$ cat config.mk
export PLATFORM = sky130hd
export DESIGN_NAME = message_frame_receiver_checker_unit
export DESIGN_NICKNAME = d
export VERILOG_FILES = /design/src/rtl/mfrc_pkg.sv /design/src/rtl/mfrc_front.sv /design/src/rtl/mfrc_queue.sv /design/src/rtl/mfrc_back.sv /design/src/rtl/message_frame_receiver_checker_unit.sv
export SDC_FILE = /design/constraint.sdc
export NUM_CORES = 1
export LEC_CHECK = 0
export BUFFER_PORTS_ARGS = -buffer_cell sky130_fd_sc_hd__buf_2
export CORE_MARGIN = 2
export CORE_UTILIZATION = 40
export CTS_CLUSTER_SIZE = 25
export DETAILED_ROUTE_END_ITERATION = 6
export PLACE_DENSITY = 0.54
export SLEW_MARGIN = 20
export SYNTH_ARGS = -nofsm -noshare
export SYNTH_HDL_FRONTEND = slang
export SYNTH_SLANG_ARGS = --single-unit
$ cat constraint.sdc
create_clock -name clock -period 10.07 [get_ports clock]
set_clock_uncertainty 0.2 [all_clocks]
set_input_delay 1.007 -clock clock [delete_from_list [all_inputs] [get_ports clock]]
set_output_delay 1.007 -clock clock [all_outputs]
set_load 0.05 [all_outputs]
$ cat src/rtl/mfrc_pkg.sv
// Shared types, constants and CRC function for the message frame receiver checker.
package mfrc_pkg;

   localparam logic [7:0]  MAGIC_BYTE      = 8'h56;
   localparam int          HDR_LEN_V2      = 24;
   localparam int          HDR_LEN_V1      = 20;
   localparam int          HDR_CRC_SPAN_V1 = 16;
   localparam int          QUEUE_DEPTH     = 4;
   localparam logic [31:0] CRC_POLY        = 32'hEDB88320;
   localparam logic [31:0] CRC_INIT        = 32'hFFFFFFFF;
   localparam logic [1:0]  VER_NONE        = 2'd0;
   localparam logic [1:0]  VER_1           = 2'd1;
   localparam logic [1:0]  VER_2           = 2'd2;

   typedef enum logic [1:0] {
      KIND_HEADER  = 2'd0,
      KIND_PAYLOAD = 2'd1,
      KIND_ERROR   = 2'd2
   } kind_type;

   typedef enum logic [1:0] {
      ERR_NONE    = 2'd0,
      ERR_MAGIC   = 2'd1,
      ERR_HDR_CRC = 2'd2,
      ERR_PAY_CRC = 2'd3
   } error_type;

   typedef struct packed {
      kind_type    kind;
      logic [1:0]  version;
      error_type   error;
      logic        last;
      logic [7:0]  data;
      logic [15:0] command;
      logic [31:0] ident;
      logic [31:0] length;
      logic [2:0]  flags;
      logic [7:0]  ptype;
   } entry_type;

   typedef struct packed {
      logic      valid;
      entry_type entry;
   } push_type;

   // reflected CRC-32, one byte
   function automatic logic [31:0] crc_byte(logic [31:0] acc, logic [7:0] b);
      logic [31:0] c;
      c = acc ^ {24'd0, b};
      for (int k = 0; k < 8; k++) begin
         c = c[0] ? ((c >> 1) ^ CRC_POLY) : (c >> 1);
      end
      return c;
   endfunction

endpackage

$ cat src/rtl/mfrc_front.sv
// Front end: accepts bytes, tracks framing, checks CRCs and classifies results.
module mfrc_front (
   input  logic                clock,
   input  logic                reset,
   input  logic                accept,
   input  logic [7:0]          rx_byte,
   output mfrc_pkg::push_type  push
);

   typedef enum logic [1:0] {
      PH_HEADER  = 2'd0,
      PH_PAYLOAD = 2'd1,
      PH_HUNT    = 2'd2
   } phase_type;

   phase_type   phase_ff, phase_in;
   logic [4:0]  pos_ff, pos_in;
   logic [31:0] crc_ff, crc_in;
   logic [31:0] snap_ff, snap_in;
   logic [31:0] rem_ff, rem_in;
   logic [1:0]  ver_ff, ver_in;
   logic [7:0]  hdr_ff [mfrc_pkg::HDR_LEN_V2];

   logic [4:0]  p;
   logic        hdr_we;
   logic [31:0] crc_upd;
   logic [31:0] be16_cur, be20_cur, be16_st, len_st;

   assign p        = (pos_ff >= 5'(mfrc_pkg::HDR_LEN_V2)) ? 5'd0 : pos_ff;
   assign crc_upd  = mfrc_pkg::crc_byte(crc_ff, rx_byte);
   assign be16_cur = {hdr_ff[16], hdr_ff[17], hdr_ff[18], rx_byte};
   assign be20_cur = {hdr_ff[20], hdr_ff[21], hdr_ff[22], rx_byte};
   assign be16_st  = {hdr_ff[16], hdr_ff[17], hdr_ff[18], hdr_ff[19]};
   assign len_st   = {hdr_ff[8], hdr_ff[9], hdr_ff[10], hdr_ff[11]};

   always_comb begin
      phase_in = phase_ff;
      pos_in   = pos_ff;
      crc_in   = crc_ff;
      snap_in  = snap_ff;
      rem_in   = rem_ff;
      ver_in   = ver_ff;
      hdr_we   = 1'b0;
      push.valid         = 1'b0;
      push.entry.kind    = mfrc_pkg::KIND_HEADER;
      push.entry.version = ver_ff;
      push.entry.error   = mfrc_pkg::ERR_NONE;
      push.entry.last    = 1'b0;
      push.entry.data    = rx_byte;
      push.entry.command = {hdr_ff[2], hdr_ff[3]};
      push.entry.ident   = {hdr_ff[4], hdr_ff[5], hdr_ff[6], hdr_ff[7]};
      push.entry.length  = len_st;
      push.entry.flags   = hdr_ff[12][2:0];
      push.entry.ptype   = hdr_ff[13];
      if (accept) begin
         if (phase_ff == PH_PAYLOAD) begin
            crc_in = crc_upd;
            rem_in = rem_ff - 32'd1;
            push.valid      = 1'b1;
            push.entry.kind = mfrc_pkg::KIND_PAYLOAD;
            if (rem_ff == 32'd1) begin
               push.entry.last = 1'b1;
               if (ver_ff == mfrc_pkg::VER_2 && ~crc_upd != be16_st) begin
                  push.entry.error = mfrc_pkg::ERR_PAY_CRC;
               end
               phase_in = PH_HEADER;
               pos_in   = 5'd0;
               crc_in   = mfrc_pkg::CRC_INIT;
            end
         end else if (!(phase_ff == PH_HUNT && rx_byte != mfrc_pkg::MAGIC_BYTE)) begin
            hdr_we   = 1'b1;
            phase_in = PH_HEADER;
            pos_in   = p + 5'd1;
            if (p < 5'(mfrc_pkg::HDR_LEN_V1)) begin
               crc_in = crc_upd;
            end
            if (p == 5'(mfrc_pkg::HDR_CRC_SPAN_V1 - 1)) begin
               snap_in = ~crc_upd;
            end
            if (p == 5'(mfrc_pkg::HDR_LEN_V1 - 1)) begin
               if (hdr_ff[0] != mfrc_pkg::MAGIC_BYTE ||
                   (hdr_ff[1] != 8'(mfrc_pkg::VER_1) && hdr_ff[1] != 8'(mfrc_pkg::VER_2))) begin
                  push.valid         = 1'b1;
                  push.entry.kind    = mfrc_pkg::KIND_ERROR;
                  push.entry.version = mfrc_pkg::VER_NONE;
                  push.entry.error   = mfrc_pkg::ERR_MAGIC;
                  phase_in = PH_HUNT;
                  pos_in   = 5'd0;
                  crc_in   = mfrc_pkg::CRC_INIT;
               end else begin
                  ver_in = hdr_ff[1][1:0];
                  if (hdr_ff[1][1:0] == mfrc_pkg::VER_1) begin
                     push.valid         = 1'b1;
                     push.entry.version = mfrc_pkg::VER_1;
                     pos_in = 5'd0;
                     crc_in = mfrc_pkg::CRC_INIT;
                     if (be16_cur != snap_ff) begin
                        push.entry.kind  = mfrc_pkg::KIND_ERROR;
                        push.entry.error = mfrc_pkg::ERR_HDR_CRC;
                        phase_in = PH_HUNT;
                     end else begin
                        push.entry.last = (len_st == 32'd0);
                        rem_in   = len_st;
                        phase_in = (len_st != 32'd0) ? PH_PAYLOAD : PH_HEADER;
                     end
                  end
               end
            end else if (p == 5'(mfrc_pkg::HDR_LEN_V2 - 1)) begin
               push.valid         = 1'b1;
               push.entry.version = mfrc_pkg::VER_2;
               pos_in = 5'd0;
               crc_in = mfrc_pkg::CRC_INIT;
               if (be20_cur != ~crc_ff) begin
                  push.entry.kind  = mfrc_pkg::KIND_ERROR;
                  push.entry.error = mfrc_pkg::ERR_HDR_CRC;
                  phase_in = PH_HUNT;
               end else begin
                  push.entry.last = (len_st == 32'd0);
                  rem_in   = len_st;
                  phase_in = (len_st != 32'd0) ? PH_PAYLOAD : PH_HEADER;
               end
            end
         end
      end
   end

   always_ff @(posedge clock) begin
      if (reset) begin
         phase_ff <= PH_HEADER;
         pos_ff   <= 5'd0;
         crc_ff   <= mfrc_pkg::CRC_INIT;
         snap_ff  <= 32'd0;
         rem_ff   <= 32'd0;
         ver_ff   <= mfrc_pkg::VER_NONE;
      end else begin
         phase_ff <= phase_in;
         pos_ff   <= pos_in;
         crc_ff   <= crc_in;
         snap_ff  <= snap_in;
         rem_ff   <= rem_in;
         ver_ff   <= ver_in;
      end
   end

   always_ff @(posedge clock) begin
      if (hdr_we) begin
         hdr_ff[p] <= rx_byte;
      end
   end

endmodule

$ cat src/rtl/mfrc_queue.sv
// Result queue between the front end and the output stage.
module mfrc_queue #(
   parameter int DEPTH = mfrc_pkg::QUEUE_DEPTH
) (
   input  logic                clock,
   input  logic                reset,
   input  mfrc_pkg::push_type  push,
   input  logic                pop,
   output mfrc_pkg::entry_type head,
   output logic                empty,
   output logic                full
);

   localparam int PTR_W = (DEPTH > 1) ? $clog2(DEPTH) : 1;
   localparam int CNT_W = $clog2(DEPTH + 1);

   mfrc_pkg::entry_type mem_ff [DEPTH];
   logic [PTR_W-1:0]    wr_ff, wr_in, rd_ff, rd_in;
   logic [CNT_W-1:0]    cnt_ff, cnt_in;
   logic                do_push, do_pop;

   assign empty   = (cnt_ff == CNT_W'(0));
   assign full    = (cnt_ff == CNT_W'(DEPTH));
   assign do_push = push.valid && !full;
   assign do_pop  = pop && !empty;
   assign head    = mem_ff[rd_ff];

   always_comb begin
      wr_in  = wr_ff;
      rd_in  = rd_ff;
      cnt_in = cnt_ff;
      if (do_push) begin
         wr_in = (wr_ff == PTR_W'(DEPTH - 1)) ? PTR_W'(0) : wr_ff + PTR_W'(1);
      end
      if (do_pop) begin
         rd_in = (rd_ff == PTR_W'(DEPTH - 1)) ? PTR_W'(0) : rd_ff + PTR_W'(1);
      end
      if (do_push && !do_pop) begin
         cnt_in = cnt_ff + CNT_W'(1);
      end else if (do_pop && !do_push) begin
         cnt_in = cnt_ff - CNT_W'(1);
      end
   end

   always_ff @(posedge clock) begin
      if (reset) begin
         wr_ff  <= '0;
         rd_ff  <= '0;
         cnt_ff <= '0;
      end else begin
         wr_ff  <= wr_in;
         rd_ff  <= rd_in;
         cnt_ff <= cnt_in;
      end
   end

   always_ff @(posedge clock) begin
      if (do_push) begin
         mem_ff[wr_ff] <= push.entry;
      end
   end

endmodule

$ cat src/rtl/mfrc_back.sv
// Output stage: formats queued results per kind and holds them for the consumer.
module mfrc_back (
   input  logic                clock,
   input  logic                reset,
   input  mfrc_pkg::entry_type head,
   input  logic                empty,
   output logic                pop,
   input  logic                rsp_stall,
   output logic                rsp_valid,
   output logic [1:0]          rsp_result_kind,
   output logic [1:0]          rsp_frame_version,
   output logic [15:0]         rsp_command_code,
   output logic [31:0]         rsp_message_ident,
   output logic [31:0]         rsp_payload_length,
   output logic                rsp_payload_deflated,
   output logic                rsp_peer_compression,
   output logic                rsp_peer_msg_channel,
   output logic [7:0]          rsp_payload_kind,
   output logic [7:0]          rsp_data_byte,
   output logic                rsp_last_byte,
   output logic [1:0]          rsp_error_code
);

   logic                valid_ff;
   mfrc_pkg::entry_type out_ff, out_in;

   assign pop = !empty && (!valid_ff || !rsp_stall);

   always_comb begin
      out_in = head;
      unique case (head.kind)
         mfrc_pkg::KIND_HEADER: begin
            out_in.data = 8'd0;
         end
         mfrc_pkg::KIND_PAYLOAD: begin
            out_in.command = 16'd0;
            out_in.ident   = 32'd0;
            out_in.length  = 32'd0;
            out_in.flags   = 3'd0;
            out_in.ptype   = 8'd0;
         end
         default: begin
            out_in.last    = 1'b0;
            out_in.data    = 8'd0;
            out_in.command = 16'd0;
            out_in.ident   = 32'd0;
            out_in.length  = 32'd0;
            out_in.flags   = 3'd0;
            out_in.ptype   = 8'd0;
         end
      endcase
   end

   always_ff @(posedge clock) begin
      if (reset) begin
         valid_ff <= 1'b0;
      end else if (pop) begin
         valid_ff <= 1'b1;
      end else if (!rsp_stall) begin
         valid_ff <= 1'b0;
      end
   end

   always_ff @(posedge clock) begin
      if (pop) begin
         out_ff <= out_in;
      end
   end

   assign rsp_valid            = valid_ff;
   assign rsp_result_kind      = out_ff.kind;
   assign rsp_frame_version    = out_ff.version;
   assign rsp_command_code     = out_ff.command;
   assign rsp_message_ident    = out_ff.ident;
   assign rsp_payload_length   = out_ff.length;
   assign rsp_payload_deflated = out_ff.flags[0];
   assign rsp_peer_compression = out_ff.flags[1];
   assign rsp_peer_msg_channel = out_ff.flags[2];
   assign rsp_payload_kind     = out_ff.ptype;
   assign rsp_data_byte        = out_ff.data;
   assign rsp_last_byte        = out_ff.last;
   assign rsp_error_code       = out_ff.error;

endmodule

$ cat src/rtl/message_frame_receiver_checker_unit.sv
// Message frame receiver checker: top level.
// Throughput: one byte per cycle unless req_stall (queue full) holds input; the CRC-32 is
// updated a byte per cycle in the front end, and the queue holds QUEUE_DEPTH results.
// A result is queued at its byte's accepting edge, then goes to the rsp_valid register.
// Header bytes before the last give no result, save a bad magic/version error at byte 20.
// Reset (synchronous) returns to header phase, clears the queue and the output register.
module message_frame_receiver_checker_unit #(
   parameter int QUEUE_DEPTH = mfrc_pkg::QUEUE_DEPTH
) (
   input  logic        clock,
   input  logic        reset,
   input  logic        req_valid,
   output logic        req_stall,
   input  logic [7:0]  req_rx_byte,
   output logic        rsp_valid,
   input  logic        rsp_stall,
   output logic [1:0]  rsp_result_kind,
   output logic [1:0]  rsp_frame_version,
   output logic [15:0] rsp_command_code,
   output logic [31:0] rsp_message_ident,
   output logic [31:0] rsp_payload_length,
   output logic        rsp_payload_deflated,
   output logic        rsp_peer_compression,
   output logic        rsp_peer_msg_channel,
   output logic [7:0]  rsp_payload_kind,
   output logic [7:0]  rsp_data_byte,
   output logic        rsp_last_byte,
   output logic [1:0]  rsp_error_code
);

   mfrc_pkg::push_type  push;
   mfrc_pkg::entry_type head;
   logic                empty, full, pop, accept;

   assign req_stall = full;
   assign accept    = req_valid && !full;

   mfrc_front u_front (
      .clock   (clock),
      .reset   (reset),
      .accept  (accept),
      .rx_byte (req_rx_byte),
      .push    (push)
   );

   mfrc_queue #(
      .DEPTH (QUEUE_DEPTH)
   ) u_queue (
      .clock (clock),
      .reset (reset),
      .push  (push),
      .pop   (pop),
      .head  (head),
      .empty (empty),
      .full  (full)
   );

   mfrc_back u_back (
      .clock                (clock),
      .reset                (reset),
      .head                 (head),
      .empty                (empty),
      .pop                  (pop),
      .rsp_stall            (rsp_stall),
      .rsp_valid            (rsp_valid),
      .rsp_result_kind      (rsp_result_kind),
      .rsp_frame_version    (rsp_frame_version),
      .rsp_command_code     (rsp_command_code),
      .rsp_message_ident    (rsp_message_ident),
      .rsp_payload_length   (rsp_payload_length),
      .rsp_payload_deflated (rsp_payload_deflated),
      .rsp_peer_compression (rsp_peer_compression),
      .rsp_peer_msg_channel (rsp_peer_msg_channel),
      .rsp_payload_kind     (rsp_payload_kind),
      .rsp_data_byte        (rsp_data_byte),
      .rsp_last_byte        (rsp_last_byte),
      .rsp_error_code       (rsp_error_code)
   );

endmodule
=== Yosys cells after proc, flatten, opt, wreduce, memory -nomap -nowiden ===
Memories as Yosys holds them, arrays and structs flattened. A register that Yosys moved wholly into a read port is not among the register bits.
Cells that the tools add are included.
W data, S select, Z words.

* Add/subtract/negate cells: 6
* Magnitude comparators: 2
* Eq/ne operators: 26
* Muxes and demuxes: 73
* Bitwise gates (word level): 14
* Reductions and logical operators: 29

{| class="wikitable"
|+ Operators by type and width
! operator !! number
|-
| $mux W32 || 24
|-
| $not A13 Y14 || 8
|-
| $ne A32 B32 Y1 || 3
|-
| $not A32 Y32 || 2
|-
| $mux W5 || 8
|-
| $mux W8 || 5
|-
| $mux W2 || 17
|-
| $eq A32 B1 Y1 const B || 1
|-
| $logic_not A32 Y1 || 1
|-
| $reduce_bool A32 Y1 || 1
|-
| $sub A32 B1 Y32 const B || 1
|-
| $xor A32 B8 Y32 || 1
|-
| $ne A8 B7 Y1 const B || 2
|-
| $mux W3 || 5
|-
| $mux W1 || 13
|-
| $eq A5 B5 Y1 const B || 2
|-
| $logic_and A1 B1 Y1 || 9
|-
| $ne A3 B2 Y1 const B || 3
|-
| $eq A2 B2 Y1 const B || 4
|-
| $ne A8 B1 Y1 const B || 1
|-
| $ne A8 B2 Y1 const B || 1
|-
| $mux W7 || 1
|-
| $reduce_and A7 Y1 || 1
|-
| $eq A2 B1 Y1 const B || 3
|-
| 23 further kinds || 33
|}

* Bits in registers: 219
* Bits in writable memories: 616
* Output and inout bits: 108
* Logic and storage cells: 172
* Memories: 2

{| class="wikitable"
|+ Memory list
! memory !! words !! width !! rd ports !! clocked after memory_dff !! wr ports !! line !! text
|-
| u_queue.mem_ff || 4 || 106 || 1 || 1 || 1 || mfrc_queue.sv:17 || <nowiki>mfrc_pkg::entry_type mem_ff [DEPTH];</nowiki>
|-
| u_front.hdr_ff || 24 || 8 || 21 || 0 || 1 || mfrc_front.sv:22 || <nowiki>logic [7:0] hdr_ff [mfrc_pkg::HDR_LEN_V2];</nowiki>
|}

=== Longest topological paths before layout ===
Gate-level depths: netlist of run 1.

* Word-level depth: 29
* Gate-level depth with buffers: 15

=== Modules after synthesis ===
From an unflattened synthesis of run 1, not the netlist that was laid out.

* Cell total of the unflattened synthesis: 1,888
* Area total of the unflattened synthesis: 31,855.6 sq um

{| class="wikitable"
|+ Modules (own cells, without submodules)
! module !! times used !! cells each !! area each (sq um)
|-
| mfrc_queue || 1 || 604 || 15,758.9
|-
| mfrc_front || 1 || 1,062 || 12,095.4
|-
| mfrc_back || 1 || 221 || 3,987.6
|-
| message_frame_receiver_checker_unit || 1 || 1 || 13.8
|}

=== Least setup slack after synthesis of run 1 ===
OpenSTA, ideal clock, no wires.

* Path type: input port to flip-flop
* Start point: input req_rx_byte[5]
* End point: memory u_queue.mem_ff[0][0] in the netlist's numbering (enable)
* Setup time: 0.477 ns
* Arrival: 4.540 ns
* Setup slack: 4.853 ns
* Cell stages on the path: 6
* Path buffers: 1
* Path through: nor4bb_1 > a21oi_1 > nor2_1 > a21o_1 > clkbuf_1 > and2_1

* Longest elaborated chain between the ends: 8

{| class="wikitable"
|+ RTL lines
! what !! line !! text
|-
| start, declared || message_frame_receiver_checker_unit.sv:14 || <nowiki>input logic [7:0] req_rx_byte,</nowiki>
|-
| $ne A8 B7 Y1 || mfrc_front.sv:70 || <nowiki>end else if (!(phase_ff == PH_HUNT && rx_byte != mfrc_pkg::MAGIC_BYTE)) begin</nowiki>
|-
| $logic_and A1 B1 Y1 || mfrc_front.sv:70 ||
|-
| $mux W8 || mfrc_front.sv:70 ||
|-
| $mux W3 || mfrc_front.sv:56 || <nowiki>if (phase_ff == PH_PAYLOAD) begin</nowiki>
|-
| $mux W8 || mfrc_front.sv:55 || <nowiki>if (accept) begin</nowiki>
|-
| $logic_and A1 B1 Y1 || mfrc_queue.sv:24 || <nowiki>assign do_push = push.valid && !full;</nowiki>
|-
| via u_queue.do_push || mfrc_queue.sv:20 || <nowiki>logic do_push, do_pop;</nowiki>
|-
| $mux W1 || mfrc_queue.sv:58 || <nowiki>if (do_push) begin</nowiki>
|-
| $mux W1 (not written as such) || mfrc_queue.sv:59 || <nowiki>mem_ff[wr_ff] <= push.entry;</nowiki>
|-
| end, declared || mfrc_queue.sv:17 ||
|}

The timed path passes the listed nets, and every way through them passes these cells.

=== Worst setup path after layout of run 1 ===
* Start point: register u_front.pos_ff[3]
* End point: memory u_queue.mem_ff[0][88] in the netlist's numbering (enable)

* Longest elaborated chain between the ends: 11
* Elaborated cells between the ends (all ways): 12

{| class="wikitable"
|+ RTL lines
! what !! line !! text
|-
| start, declared || mfrc_front.sv:17 || <nowiki>logic [4:0] pos_ff, pos_in;</nowiki>
|-
| start signal, assigned || mfrc_front.sv:137 || <nowiki>pos_ff <= pos_in;</nowiki>
|-
| $ge A5 B5 Y1 || mfrc_front.sv:29 || <nowiki>assign p = (pos_ff >= 5'(mfrc_pkg::HDR_LEN_V2)) ? 5'd0 : pos_ff;</nowiki>
|-
| $mux W5 (*) || mfrc_front.sv:29 ||
|-
| $eq A5 B5 Y1 || mfrc_front.sv:108 || <nowiki>end else if (p == 5'(mfrc_pkg::HDR_LEN_V2 - 1)) begin</nowiki>
|-
| $mux W8 || mfrc_front.sv:108 ||
|-
| $mux W8 (*) || mfrc_front.sv:80 || <nowiki>if (p == 5'(mfrc_pkg::HDR_LEN_V1 - 1)) begin</nowiki>
|-
| $mux W8 (*) || mfrc_front.sv:70 ||
|-
| $mux W3 (*) || mfrc_front.sv:56 ||
|-
| $mux W8 (*) || mfrc_front.sv:55 ||
|-
| $logic_and A1 B1 Y1 (*) || mfrc_queue.sv:24 ||
|-
| $mux W1 (*) || mfrc_queue.sv:58 ||
|-
| $mux W1 (not written as such) (*) || mfrc_queue.sv:59 ||
|}

Every way passes the cells marked *; elsewhere a longest branch is shown, timed or not.

==> results of run 1 <==
==> Yosys cell counts, types with 5 or more instances <==
cell type / n
edfxtp_1: 693
dfxtp_1: 115
nor2_1: 114
mux4_2: 106
nor2b_1: 105
xor2_1: 71
clkbuf_1: 63
nand2_1: 62
xnor2_1: 60
a21oi_1: 56
o21ai_0: 48
nand2b_1: 42
a211oi_1: 35
o22ai_1: 33
nor4_1: 26
ha_1: 20
and2_1: 19
nor3_1: 18
inv_1: 17
xnor3_1: 17
nand4_1: 16
and3_1: 13
nand3_1: 13
xnor2_2: 12
or3_1: 9
buf_1: 8
a22o_1: 6
nor3b_1: 5
o31ai_1: 5
==> critical path, delay by kind of cell (launching register included) <==
family          cells  cell delay [ps]
buf+inv             2             1300
compound gates      3              840
flops               1              350
simple gates        4             1060
fa+ha+maj           2              650
==> final cells by class <==
type	count	area, sq um	area share (%)
inverter	18	70.1	0.191
sequential	808	23100	63.1
multi-input combinational	966	8360	22.8
tap	1050	1310	3.59
clock buffer	106	2300	6.28
clock inverter	53	633	1.73
timing repair buffer	148	836	2.28
==> routing by layer <==
metal  GRT usage, %  up-vias  part of all wire (%)
met2           28.1      442                    47
met3           2.88       95                   4.8
met1           24.7     8434                    46
met4           5.37        0                   2.2
li1               -     7504                     -
met5              0        -                     0
==> state kept, by name (all words and copies together) (netlist names), 3 cells and up, named ones only <==
| register | count |
|---|---|
| u_front.rem_ff | 32 |
| u_front.pos_ff | 5 |
| u_back.rsp_command_code | 16 |
| u_queue.cnt_ff | 3 |
| u_front.snap_ff | 32 |
| u_back.rsp_data_byte | 8 |
| u_back.rsp_payload_kind | 8 |
| u_back.rsp_message_ident | 32 |
| u_back.rsp_payload_length | 32 |
| u_front.crc_ff | 32 |
| u_front.hdr_ff | 163 |
| u_queue.mem_ff | 424 |
==> worst min-delay path by stage <==
stage	startpoint	end	slack [ps]
detailed placement	u_back.rsp_valid	u_back.rsp_valid	260
floorplan	u_front.rem_ff[26]	u_front.rem_ff[26]	250
CTS	u_back.rsp_valid	u_back.rsp_valid	280
finish	u_back.rsp_valid	u_back.rsp_valid	280
global route	u_front.rem_ff[31]	u_front.rem_ff[31]	290
global placement	u_queue.rd_ff[1]	flop	250
==> placed cells by master (no fill, tap or decap), types with 35 or more instances in the layout <==
cell / count
edfxtp_1: 693
buf_2: 118
nor2_1: 114
dfxtp_1: 113
mux4_2: 106
nor2b_1: 104
clkbuf_16: 87
xor2_1: 71
nand2_1: 62
xnor2_1: 60
a21oi_1: 55
o21ai_0: 48
nand2b_1: 41
a211oi_1: 35
==> report_power, final <==
group / switching, mW / internal (mW)
Sequential: 0.195 / 4.05
Combinational: 2.16 / 1.20
Clock: 1.30 / 1.94
Total: 3.65 / 7.19
==> cell families after synthesis <==
logic type                 Yosys count  synth area share, %
DFF                                808                 72.7
and+or+nand+nor                    458                 7.67
AOI/OAI and AO/OA                  212                 4.15
xor gates and xnor gates           165                 5.82
muxes                              110                 7.63
buffers and inverters               95                 1.17
adders and majority gates           21                0.850
==> results.toml, run 1 <==
[route]
num_vias = 16500
dr.pass1.iters = 5
drtIter0Drc = 1288
post_drt_wl_per_cell_microns = 22.7
drcViolationCount = 0
routed_via_density = 5.23
postRouteWirelength_microns = 71400
postRouteAntennaNets = 0

[synthesis]
synthArstFlopShare_pct = 0
synth-edff-count = 693
yosysSeqAreaShare_pct = 72.7
ys_types = 60
yosys-top-cells-area = "edfxtp_1 (65%), mux4_2 (7.5%), dfxtp_1 (7.2%), nor2b_1 (2.1%), xor2_1 (2.0%)"
synth_top_area_share_pct = 65.5
ys_seq_elements = 808
synth.net_count = 1902
synthesis.area_sq_mm = 0.0318
netlist_instances = 1869
syn_area_per_cell_sq_um = 17.0
ys.warnings.count = 0
synthFlopType = "edfxtp_1"
yosys.area.top_type = "edfxtp_1"

[clocking]
post_cts_buffers = 0
cts_tree = "done"
clk_latency_ps = 640
cts_root_buf = "clkbuf_16"
cts_max_path_buffers = 3
cts_hold_buffers = 0
cts_resized = 0
numClockSinks = 808
clk_pin_slew_ps = 60
numCtsBuffers = 85
htree_levels = 3

[critical_path]
cp-endpoint = "u_queue.mem_ff[0][88]"
worst-r2r-setup-slack_ps = 5200
cp_cell_sequence = "ha_1 -> nor2b_1 -> ha_1 -> nand3b_1 -> nor2_1 -> o21ai_0 -> o21ai_0 -> a21o_1 -> and2_4 -> buf_4 -> buf_4"
ff2ff_path_depth = 11
startpoint = "u_front.pos_ff[3]"
critical_path_arrival_ps = 4930
cp_max_fo = 43
required_ps = 10130
worstSetupPathType = "flop to flop"
r2r-end = "u_queue.mem_ff[0][88]"
cp-end-kind = "flop"
slowest_delay_ps = 670
crit_slowest_cell = "buf_4"
r2r-start = "u_front.pos_ff[3]"
startpoint_type = "flop"

[cells_and_area]
diodes = 0
design_area_sq_mm = 0.0366
layout.cells.non_filler = 3149
area_growth_pct = 15.2
fin_nets = 2060
utilization_pct = 46.4
final_layout_size_suffix_gt1_share_pct = 20.0
fillers = 6786

[die]
start_util_pct = 40.3
die_x_microns = 286
rows = 103
die_area_sq_mm = 0.0818
fp.dieH_microns = 286
pin_count = 120
core_area_sq_mm = 0.0789

[sta]
fmax_ghz = 0.205
rsz0062_at_grt = "no"
hold_slack_ps = 279
tightest_slew_ps = 1080
max_slew_margin_pct = 27.6
setup_violations = 0
drv_slew = 0
fin_ws_ps = 5200
fin_tns_setup_ps = 0
post-route-period-util_pct = 48.4
period_minus_slack_ps = 4870
hold_viol_final = 0

[min_path]
hold_depth = 2
hold_path.class = "flop to flop"

[flow_run]
drv_cap = 0

[power]
power.density_mw_per_mm2 = 296
peakVddDrop_mv = 0.160
finalPower_mw = 10.8
p_leak_nw = 12.3

[placement]
place.gp.congestion = 0.847
placedCellCount = 2988
place_area_sq_mm = 0.0337
preCtsSetupSlack_ps = 4710
hpwl_microns = 43500
io_buffer_count = 119

[global_route]
grt.total_usage_pct = 17.5
grt_pass1_vias = 16700
grt-ovfl-total = 0
grt_pass1_wl_microns = 107000
grt_max_degree = 92
antenna_found_initial = 2

[run_status]
status = "finished clean"
Power figures use the tool's default switching activity.
==> inputs of run 2 (changes only) <==
--- a/config.mk
+++ b/config.mk
@@ -5,12 +5,13 @@
 export SDC_FILE = /design/constraint.sdc
 export NUM_CORES = 1
 export LEC_CHECK = 0
+export ABC_AREA = 1
 export BUFFER_PORTS_ARGS = -buffer_cell sky130_fd_sc_hd__buf_2
 export CORE_MARGIN = 2
 export CORE_UTILIZATION = 40
 export CTS_CLUSTER_SIZE = 25
 export DETAILED_ROUTE_END_ITERATION = 6
-export PLACE_DENSITY = 0.54
+export PLACE_DENSITY = 0.56
 export SLEW_MARGIN = 20
 export SYNTH_ARGS = -nofsm -noshare
 export SYNTH_HDL_FRONTEND = slang
==> constraint.sdc (replaced) <==
create_clock -name clock -period 4.1 [get_ports clock]
set_clock_uncertainty 0.2 [all_clocks]
set_input_delay 0.41 -clock clock [delete_from_list [all_inputs] [get_ports clock]]
set_output_delay 0.41 -clock clock [all_outputs]
set_load 0.05 [all_outputs]
==> run 2 against run 1 <==
  * Maximum frequency grew 32%
  * Worst setup slack got worse by 4800 ps
  * Via count up 41%
  * Combinational power is 110% higher
  * Global-route usage is 3.0 points higher
  * Non-clock buffer count rose by 47
  * Die area increased by 5.9%
==> results.toml, run 2 <==
[critical_path]
worstSetupPathType = "flop to flop"
startpoint_type = "flop"
cp-end-kind = "flop"
cp_max_fo = 30
critical_path_arrival_ps = 3810
required_ps = 4210

[clocking]
cts_tree = "done"
post_cts_buffers = 0
numCtsBuffers = 87
clk_latency_ps = 660
cts_root_buf = "clkbuf_16"
numClockSinks = 808
cts_resized = 0
cts_hold_buffers = 1
clk_pin_slew_ps = 60
cts_max_path_buffers = 3
htree_levels = 3

[global_route]
grt.total_usage_pct = 20.5
grt_max_degree = 99
grt_pass1_wl_microns = 134000
grt-ovfl-total = 0
antenna_found_initial = 0
grt_pass1_vias = 21600

[synthesis]
synthFlopType = "edfxtp_1"
syn_area_per_cell_sq_um = 10.7
synth.net_count = 3197
ys_seq_elements = 808
synthArstFlopShare_pct = 0
synthesis.area_sq_mm = 0.0337
synth_top_area_share_pct = 61.7
ys.warnings.count = 0
synth-edff-count = 693
netlist_instances = 3164
yosys-top-cells-area = "edfxtp_1 (62%), nand2_1 (7.0%), dfxtp_1 (6.8%), nor2_1 (6.5%), o21ai_0 (4.1%)"
yosysSeqAreaShare_pct = 68.6
yosys.area.top_type = "edfxtp_1"
ys_types = 53
synth_most_common_cell = "edfxtp_1"
yosys-top-cells-count = "edfxtp_1 (693), nand2_1 (633), nor2_1 (581), o21ai_0 (274), inv_1 (197)"

[placement]
io_buffer_count = 119
place.gp.congestion = 0.956
hpwl_microns = 55900
place_area_sq_mm = 0.0359

[die]
core_area_sq_mm = 0.0836
die_x_microns = 294
rows = 106
fp.dieH_microns = 294
start_util_pct = 40.3
die_area_sq_mm = 0.0866
pin_count = 120

[cells_and_area]
utilization_pct = 46.4
mostFrequentLayoutCell = "edfxtp_1"
regMostFlops = "u_queue.mem_ff"
reg_top3 = "u_queue.mem_ff (424), u_front.hdr_ff (163)"
area_growth_pct = 15.0
diodes = 0
final_layout_size_suffix_gt1_share_pct = 12.0
largest_register_ffs = 424
fillers = 7621
layout_common_cells = "edfxtp_1 (693), nand2_1 (633), nor2_1 (576)"
fin_nets = 3355
design_area_sq_mm = 0.0388

[route]
postRouteAntennaNets = 0
drtIter0Drc = 2297
wl_met2_microns = 40800
drcViolationCount = 0
post_drt_wl_per_cell_microns = 19.9
dr.pass1.iters = 6
highest_layer = "met4"
routed_via_density = 5.18
route.met3.wl_microns = 5780
postRouteWirelength_microns = 89300
num_vias = 23200
met1_length_microns = 40000

[sta]
max_slew_margin_pct = 30.6
drv_slew = 0
hold_viol_final = 0
setup_violations = 0
rsz0062_at_grt = "no"
tightest_slew_ps = 1040
hold_slack_ps = 50.2
fmax_ghz = 0.270
post-route-period-util_pct = 90.2
fin_tns_setup_ps = 0
period_minus_slack_ps = 3700

[min_path]
hold_path.class = "input pin to flop"

[run_status]
status = "finished clean"

[power]
peakVddDrop_mv = 0.408
finalPower_mw = 24.8
p_leak_nw = 15.1
power.density_mw_per_mm2 = 640

[flow_run]
drv_cap = 0
## run 2: layout make-up
| class | instances | area [sq um] | share of cell area, % |
|---|---|---|---|
| clock buffer | 110 | 2340 | 6.05 |
| timing repair buffer | 195 | 1330 | 3.42 |
| sequential | 808 | 23100 | 59.7 |
| tap | 1080 | 1350 | 3.49 |
| inverter | 210 | 798 | 2.06 |
| multi-input combinational | 2020 | 9320 | 24.0 |
| clock inverter | 52 | 493 | 1.27 |
## run 2: cell families (layout without fill, tap and decap cells)
group | after synthesis | count (layout) | synth area share [%]
DFF | 808 | 808 | 68.6
xor gates and xnor gates | 37 | 37 | 0.984
AOI/OAI and AO/OA | 485 | 485 | 7.52
buffers and inverters | 336 | 567 | 3.95
and+or+nand+nor | 1477 | 1477 | 18.2
adders and majority gates | 21 | 21 | 0.802
## run 2: critical path, cell delays in order (launching register included)
cell	delay (ps)
dfxtp_1	350
ha_1	190
inv_1	120
nand2_1	130
inv_1	100
ha_1	170
inv_1	160
nor3_2	210
inv_1	110
nor2_1	160
o21ai_0	150
o21ai_0	240
a21oi_2	120
buf_4	210
nor2_4	410
buf_12	280
## run 2: worst paths after layout
check | from | to | slack (ps) | cells after the start
hold / removal | req_rx_byte[5] | u_front.hdr_ff[18][5] | 50 | 1
setup / recovery | u_front.pos_ff[4] | u_queue.mem_ff[0][77] | 400 | 15
hold reg to reg | u_front.hdr_ff[3][3] | u_queue.mem_ff[2][78] | 260 | 0
setup reg to reg | u_front.pos_ff[4] | u_queue.mem_ff[0][77] | 400 | 15
## run 2: per-stage QoR
stage          setup slack (ps)  cells
2_1_floorplan             -1140   3164
3_3_place_gp                247   4311
3_5_place_dp                291   4311
4_1_cts                     417   4474
5_1_grt                     121   4475
6_report                    402   4475
## run 2: power breakdown
part / switching [mW] / total [mW] / leakage [nW] / internal (mW)
logic: 5.41 / 6.95 / 6.38 / 1.54
clock network: 3.33 / 7.68 / 1.39 / 4.35
registers: 0.321 / 10.2 / 7.30 / 9.85
## run 2: routing by layer
metal	global-route usage, %	vias to the layer above
li1	-	11100
met1	29.1	11200
met2	32.3	755
met3	3.11	145
met4	6.91	0
met5	0	-
